## src/rtl/wmdef_ram.sv

```systemverilog
// Generic single-clock RAM with one write port and one registered read port.
// No dependencies.
module wmdef_ram #(
    parameter int WIDTH = 8,
    parameter int DEPTH = 16
) (
    input  logic                             i_clk,
    input  logic                             i_we,
    input  logic [$clog2(DEPTH)-1:0]         i_waddr,
    input  logic [WIDTH-1:0]                 i_wdata,
    input  logic                             i_re,
    input  logic [$clog2(DEPTH)-1:0]         i_raddr,
    output logic [WIDTH-1:0]                 o_rdata
);

    logic [WIDTH-1:0] r_mem [DEPTH];
    logic [WIDTH-1:0] r_rdata;

    always_ff @(posedge i_clk) begin
        if (i_we) begin
            r_mem[i_waddr] <= i_wdata;
        end
        if (i_re) begin
            r_rdata <= r_mem[i_raddr];
        end
    end

    assign o_rdata = r_rdata;

endmodule
```

## config.mk

```make
export PLATFORM = sky130hd
export DESIGN_NAME = wmdef_ram
export DESIGN_NICKNAME = d
export VERILOG_FILES = /design/src/rtl/wmdef_ram.sv
export SDC_FILE = /design/constraint.sdc
export NUM_CORES = 1
export LEC_CHECK = 0
export BUFFER_PORTS_ARGS = -buffer_cell sky130_fd_sc_hd__buf_2
export CORE_ASPECT_RATIO = 1.25
export CORE_MARGIN = 2
export CORE_UTILIZATION = 45
export DETAILED_ROUTE_END_ITERATION = 16
export GPL_TIMING_DRIVEN = 0
export SYNTH_ARGS = -nofsm -noshare
export SYNTH_HDL_FRONTEND = slang
export SYNTH_SLANG_ARGS = --single-unit
export TNS_END_PERCENT = 10
```

## constraint.sdc

```tcl
create_clock -name i_clk -period 1.58 [get_ports i_clk]
set_input_delay 0.158 -clock i_clk [delete_from_list [all_inputs] [get_ports i_clk]]
set_output_delay 0.158 -clock i_clk [all_outputs]
set_load 0.005 [all_outputs]
```

After elaboration in Yosys (flattened, before gate mapping)
Memories as Yosys holds them, arrays and structs flattened. A register that Yosys moved wholly into a read port is not among the register bits.
Index checks and enable logic that the tools add are counted.
Widths: inputs -> output; s select.

word-level totals
  flip-flop bits (word level) = 0
  bits in latches = 0
  bits in writable memories = 128
  bits in read-only memories = 0
  input port bits = 19
  output and inout bits = 8
  logic and storage cells = 3
  memories = 1

cells by class
  $add $sub $neg = 0
  $mul = 0
  div/mod/pow operators = 0
  $lt $le $gt $ge = 0
  eq/ne operators = 0
  shift-type cells = 0
  multiplexer cells = 2
  bitwise operators = 0
  reductions and logical operators = 0

memory list
  name   depth  bits a word  read ports  clocked after memory_dff  write ports  line  RTL
  r_mem  16     8            1           1                         1            16    logic [WIDTH-1:0] r_mem [DEPTH];

operators by type and width
  kind    number
  $mux 1  2

Longest topological paths before layout
Gate-level depths: netlist (run 1).

  word-level depth = 2
  mapped depth = 5
  depth with buffers taken out = 3

Worst setup path after synthesis (run 1)
OpenSTA, ideal clock, no wires.

  kind = input port to flip-flop
  start point = input port i_waddr[2]
  end point = memory r_mem[0][0] (enable)
  setup time = 383 ps
  data arrival time = 1268 ps
  data required time = 1197 ps
  slack = -71 ps
  cell stages on the path = 2
  buffers on the path = 0
  cell sequence = or3b_2 -> nor3_1

RTL lines
  element      line  RTL
  from (decl)  9     input logic [$clog2(DEPTH)-1:0] i_waddr,
  to (decl)    16

Straight into the memory's write port.

==> flow_summary.ini, run 1 <==
[flow_run]
max_cap_viol_count = 0

[yosys]
ys_types = 18
syn_area_per_cell_um2 = 22.8
synth_area_leaders = edfxtp_1 (78%), mux4_2 (7.8%), mux4_1 (7.0%)
synth_compound_area_frac = 0.0230
synth_top_family_by_area = multiplexers
synth_nets = 248
ys_ff_latch = 136
synthArstFlopShare = 0
synthXorXnorAreaFrac = 0
synth_cells = 229
synth_top_area_frac = 0.781
synth_edf_count = 136
synthMuxAreaShare = 0.148
syn_area_mm2 = 0.00523
synth_commonest_cells = edfxtp_1 (136), mux4_2 (18), a22oi_1 (16)
yosys_warnings = 0
yosys.area.top_type = edfxtp_1
ys_seq_area_frac = 0.781
synth-simple-area-share = 0.0314
synthAdderAreaFrac = 0
ys_dominant_reg_cell = edfxtp_1
synth_most_common_cell = edfxtp_1

[sta]
rsz0062_at_grt = no
post-route-min-period_ps = 1560
final.setup.worst_slack_ps = 24.6
setup_viol = 0
slew_violations = 0
whs_ps = 88.2
worst_pin_slew_ps = 1240
tns_ps = 0
report.final.hold_viol_count = 0
final.setup_skew_ps = 8.49
slew_headroom = 0.168
period_share = 0.984
clock.fmax_mhz = 643

[finish]
drive_above_1_share = 0.301
area_growth_pct = 15.8
fin_nets = 292
stdcell_count = 424
fin_area_mm2 = 0.00605
diodes = 0

[clock_tree]
cts_buffers = 17
cts_tree = yes
cts_sinks = 136
cts-root-buf = clkbuf_16
clockBufferDepth = 2
post-cts-setup-buffers = 0
worstSkewPairLatency_ps = 410
h-tree-depth = 4
hold_buffers = 0
path_clk_slew_ps = 60

[global_route]
grt_use_total = 0.173
first_global_vias = 2462
grt_max_degree = 17
grt_first_pass_wirelength_mm = 14.9
antenna_found_initial = 0
grt_remaining_overflow = 0

[worst_setup_path]
start_kind = flip-flop
worstPathRequired_ps = 1740
path_max_fanout = 1
crit_type = reg2reg
crit_path_end_kind = flip-flop
arrival_ps = 1710

[floorplanning]
die_area_mm2 = 0.0125
start_util = 0.457
die_w_um = 100
rows = 44
ios = 27
die_y_um = 125
core_mm2 = 0.0115

[detailed_routing]
vias_per_cell = 5.68
vias = 2410
drc = 0
drtIter0Drc = 216
wl_per_cell_um = 23.3
postRouteAntennaNets = 0
dr.pass1.iters = 4
drt-total-wl_mm = 9.87

[power]
power.density_mw_per_mm2 = 1290
ir_drop_mv = 0.736
leakagePower_uw = 0.00199

[place]
placed_area_mm2 = 0.00553
dp_slack_ps = -453
place_inst = 392
io_buffers = 25
dp_hpwl_mm = 6.43
gp_congestion = 0.746

[status]
status = finished clean

[worst_hold_path]
hold_path_class = in2reg
final timing paths:
kind | from | to | slack (ps) | cells past startpoint
min reg2reg | r_mem[12][1]$_DFFE_PP_ | o_rdata[1]$_DFFE_PP_ | 760 | 3
max reg2reg | r_mem[1][1]$_DFFE_PP_ | o_rdata[1]$_DFFE_PP_ | 20 | 3
min | i_re | o_rdata[4]$_DFFE_PP_ | 90 | 1
max | r_mem[1][1]$_DFFE_PP_ | o_rdata[1]$_DFFE_PP_ | 20 | 3
worst max-delay path: stages, from the launching register on:
cell and delay (ps):
edfxtp_1 350, mux4_1 590, a22oi_2 280, nand2_1 90
stage by stage:
| step | utilization | power [uW] |
|---|---|---|
| 2_1_floorplan | - | 4360 |
| 5_1_grt | 0.529 | 8040 |
| 3_3_place_gp | 0.483 | 4530 |
| 3_5_place_dp | 0.483 | 4550 |
| 6_report | 0.529 | 7780 |
| 4_1_cts | 0.528 | 7840 |
cells in the final DEF, fill, tap and decap left out:
cell and n:
and2_1 1, buf_6 3, clkinv_2 4, clkbuf_1 3
nand3_1 1, clkdlybuf4s25_2 3, a22oi_2 4, nor2_1 13
clkinv_1 5, mux4_1 13, nand2_1 9, edfxtp_1 136
a22oi_1 12, clkinvlp_4 3, buf_4 1, buf_2 28
nor2b_1 1, nor3_1 1, or3b_2 1, mux4_2 19
clkbuf_16 17, nand3b_1 2, nand2b_1 2, nor3_2 3
and2b_1 1
layout make-up:
class	count	area, um^2
Fill cell	929	5400
Sequential cell	136	4080
Multi-Input combinational cell	83	1090
Clock buffer	20	437
Tap cell	138	173
Timing Repair Buffer	25	125
Buffer	10	86.3
Clock inverter	12	61.3
cells by family (layout without fill, tap and decap cells):
| group | Yosys count | in the layout |
|---|---|---|
| buffers and inverters | 10 | 67 |
| and+or+nand+nor | 35 | 35 |
| DFF | 136 | 136 |
| muxes | 32 | 32 |
| AOI/OAI and AO/OA | 16 | 16 |
state kept, by name, summed over array words and instances, names as in the netlist:
register and flops:
o_rdata 8, r_mem 128
power breakdown:
part / total, uW / internal (uW) / switching (uW)
combinational: 390 / 160 / 230
sequential: 4080 / 4070 / 16.2
clock: 3310 / 1960 / 1350
what timing repair did:
item,4_1_cts,5_1_grt
setup endpoints to repair,18,3
pin swaps,0,0
cloned,0,0
resized for setup,4,3
layer usage:
| metal | track usage | wire (um) | part of all wire | vias up |
|---|---|---|---|---|
| met5 | 0 | 0 | 0 | - |
| met4 | 0.0733 | 203 | 0.021 | 0 |
| met3 | 0.0494 | 340 | 0.034 | 14 |
| met2 | 0.272 | 5020 | 0.51 | 66 |
| li1 | - | - | - | 1069 |
| met1 | 0.228 | 4310 | 0.44 | 1261 |
Power figures use the tool's default switching activity.
==> run 2, diff against run 1 <==
Settings changed: CORE_ASPECT_RATIO 1.25 to 0.9.
==> run 2 against run 1 <==
  * Total power grew 11%
  * Routed wire length shrank 0.35%
  * Clock-buffer cell count shrank 2
  * Core utilization grew 1.6 points
  * Sequential cell count is the same
  * Setup slack gained 34 ps
  * Via count grew 0.12%
  * Clock power grew 26%
  * First-iteration DRC count shrank 18%
  * Clock skew shrank 0.68 ps
  * Register-to-register slack gained 30 ps
  * Cell count grew 4.0%
  * Critical path type unchanged
  * Highest routed layer unchanged
==> flow_summary.ini, run 2 (synthesis gave the netlist of run 1 again) <==
[power]
ir_drop_mv = 0.634
leakagePower_uw = 0.00206
power.density_mw_per_mm2 = 1390

[floorplanning]
die_y_um = 106
die_area_mm2 = 0.0125
core_mm2 = 0.0114
ios = 27
die_w_um = 118
rows = 37
start_util = 0.459

[finish]
fin_util = 0.544
fillers = 881
largest_register_ffs = 128
seqCellArea_mm2 = 0.00408
diodes = 0
fin_area_mm2 = 0.00620
fin_nets = 292
layout.cells.most_common = edfxtp_1
area_growth_pct = 18.6
regMostFlops = r_mem
final_cell_mix = edfxtp_1 (136), buf_2 (28), mux4_2 (18), clkbuf_16 (17)
drive_above_1_share = 0.302
multi_input_area_mm2 = 0.00108

[worst_setup_path]
reg2reg_depth = 3
crit_type = reg2reg
start_kind = flip-flop
worstPathRequired_ps = 1730
r2r_slack_ps = 60
crit_path_end_kind = flip-flop
arrival_ps = 1670
timing.rr.end = o_rdata[0]$_DFFE_PP_
r2r_start = r_mem[5][0]$_DFFE_PP_
path_max_fanout = 1

[clock_tree]
cts_tree = yes
h-tree-depth = 4
worstSkewPairLatency_ps = 410
cts-root-buf = clkbuf_16
path_clk_slew_ps = 60
cts_sinks = 136
clockBufferDepth = 2
hold_buffers = 0
post-cts-setup-buffers = 0
cts_buffers = 17

[detailed_routing]
dr.pass1.iters = 4
drtIter0Drc = 177
postRouteAntennaNets = 0
vias = 2413
drt-total-wl_mm = 9.84
drc = 0
vias_per_cell = 5.47
wl_per_cell_um = 22.3

[global_route]
first_global_vias = 2413
antenna_found_initial = 0
grt_max_degree = 17
grt_first_pass_wirelength_mm = 14.7
grt_use_total = 0.168
grt_remaining_overflow = 0

[sta]
final.setup_skew_ps = 7.81
report.final.hold_viol_count = 0
slew_violations = 0
clock.fmax_mhz = 657
period_share = 0.963
worst_pin_slew_ps = 1320
whs_ps = 78.1
tns_ps = 0
slew_headroom = 0.111
rsz0062_at_grt = no
post-route-min-period_ps = 1520
setup_viol = 0

[worst_hold_path]
holdPathStages = 1
hold_path_class = in2reg
hold_start = i_re
min_to = o_rdata[3]$_DFFE_PP_

[flow_run]
max_cap_viol_count = 0

[place]
io_buffers = 25
gp_congestion = 0.688
dp_hpwl_mm = 6.13
placed_area_mm2 = 0.00555

[status]
status = finished clean
run 2: cell count changes in the layout (fill, tap and decap cells not counted), sizes merged:
cell | previous run | this run
clkinv | 9 | 6
clkbuf | 20 | 18
bufinv | 0 | 5
clkinvlp | 3 | 2
run 2: timing repair:
action / in CTS / in global routing
setup endpoints to repair: 8 / 2
gates cloned: 0 / 0
resized for setup: 1 / 2
run 2: metal layers:
| layer | wire, um | GRT usage | vias up |
|---|---|---|---|
| li1 | - | - | 1069 |
| met1 | 4680 | 0.252 | 1253 |
| met2 | 4560 | 0.243 | 77 |
| met3 | 465 | 0.0397 | 14 |
| met4 | 131 | 0.0620 | 0 |
| met5 | 0 | 0 | - |
run 2: where the power goes:
part           switching, uW  internal [uW]  total, uW
combinational            230            158        388
clock                   1390           2780       4170
sequential              16.6           4070       4080
run 2: area by class of cell:
class | instances | share of cell area
flip-flops and latches | 136 | 0.659
multi-input cells | 83 | 0.174
clock buffers | 18 | 0.0692
clock inverters | 13 | 0.0329
well taps | 156 | 0.0315
repair buffers | 25 | 0.0202
plain buffers | 10 | 0.0139
run 2: worst max-delay path by stage:
stage | from | cells past startpoint | to
floorplan | i_raddr[0] | 5 | o_rdata[1]$_DFFE_PP_
global placement | i_waddr[2] | 3 | r_mem[8][1]$_DFFE_PP_
detailed placement | i_waddr[2] | 3 | r_mem[8][1]$_DFFE_PP_
CTS | r_mem[5][0]$_DFFE_PP_ | 3 | o_rdata[0]$_DFFE_PP_
global route | r_mem[6][3]$_DFFE_PP_ | 3 | o_rdata[3]$_DFFE_PP_
finish | r_mem[5][0]$_DFFE_PP_ | 3 | o_rdata[0]$_DFFE_PP_
run 2: per-stage QoR:
stage               power (uW)  worst slack (ps)  std cells
detailed placement        4540              -475        410
CTS                       8680              50.6        441
global placement          4530              -420        410
global route              8900              3.23        441
finish                    8640              58.8        441
floorplan                 4360               140        229
run 2: critical path: stages (launching register included):
cell and delay, ps:
edfxtp_1 350, mux4_1 550, a22oi_1 260, nand2_1 100
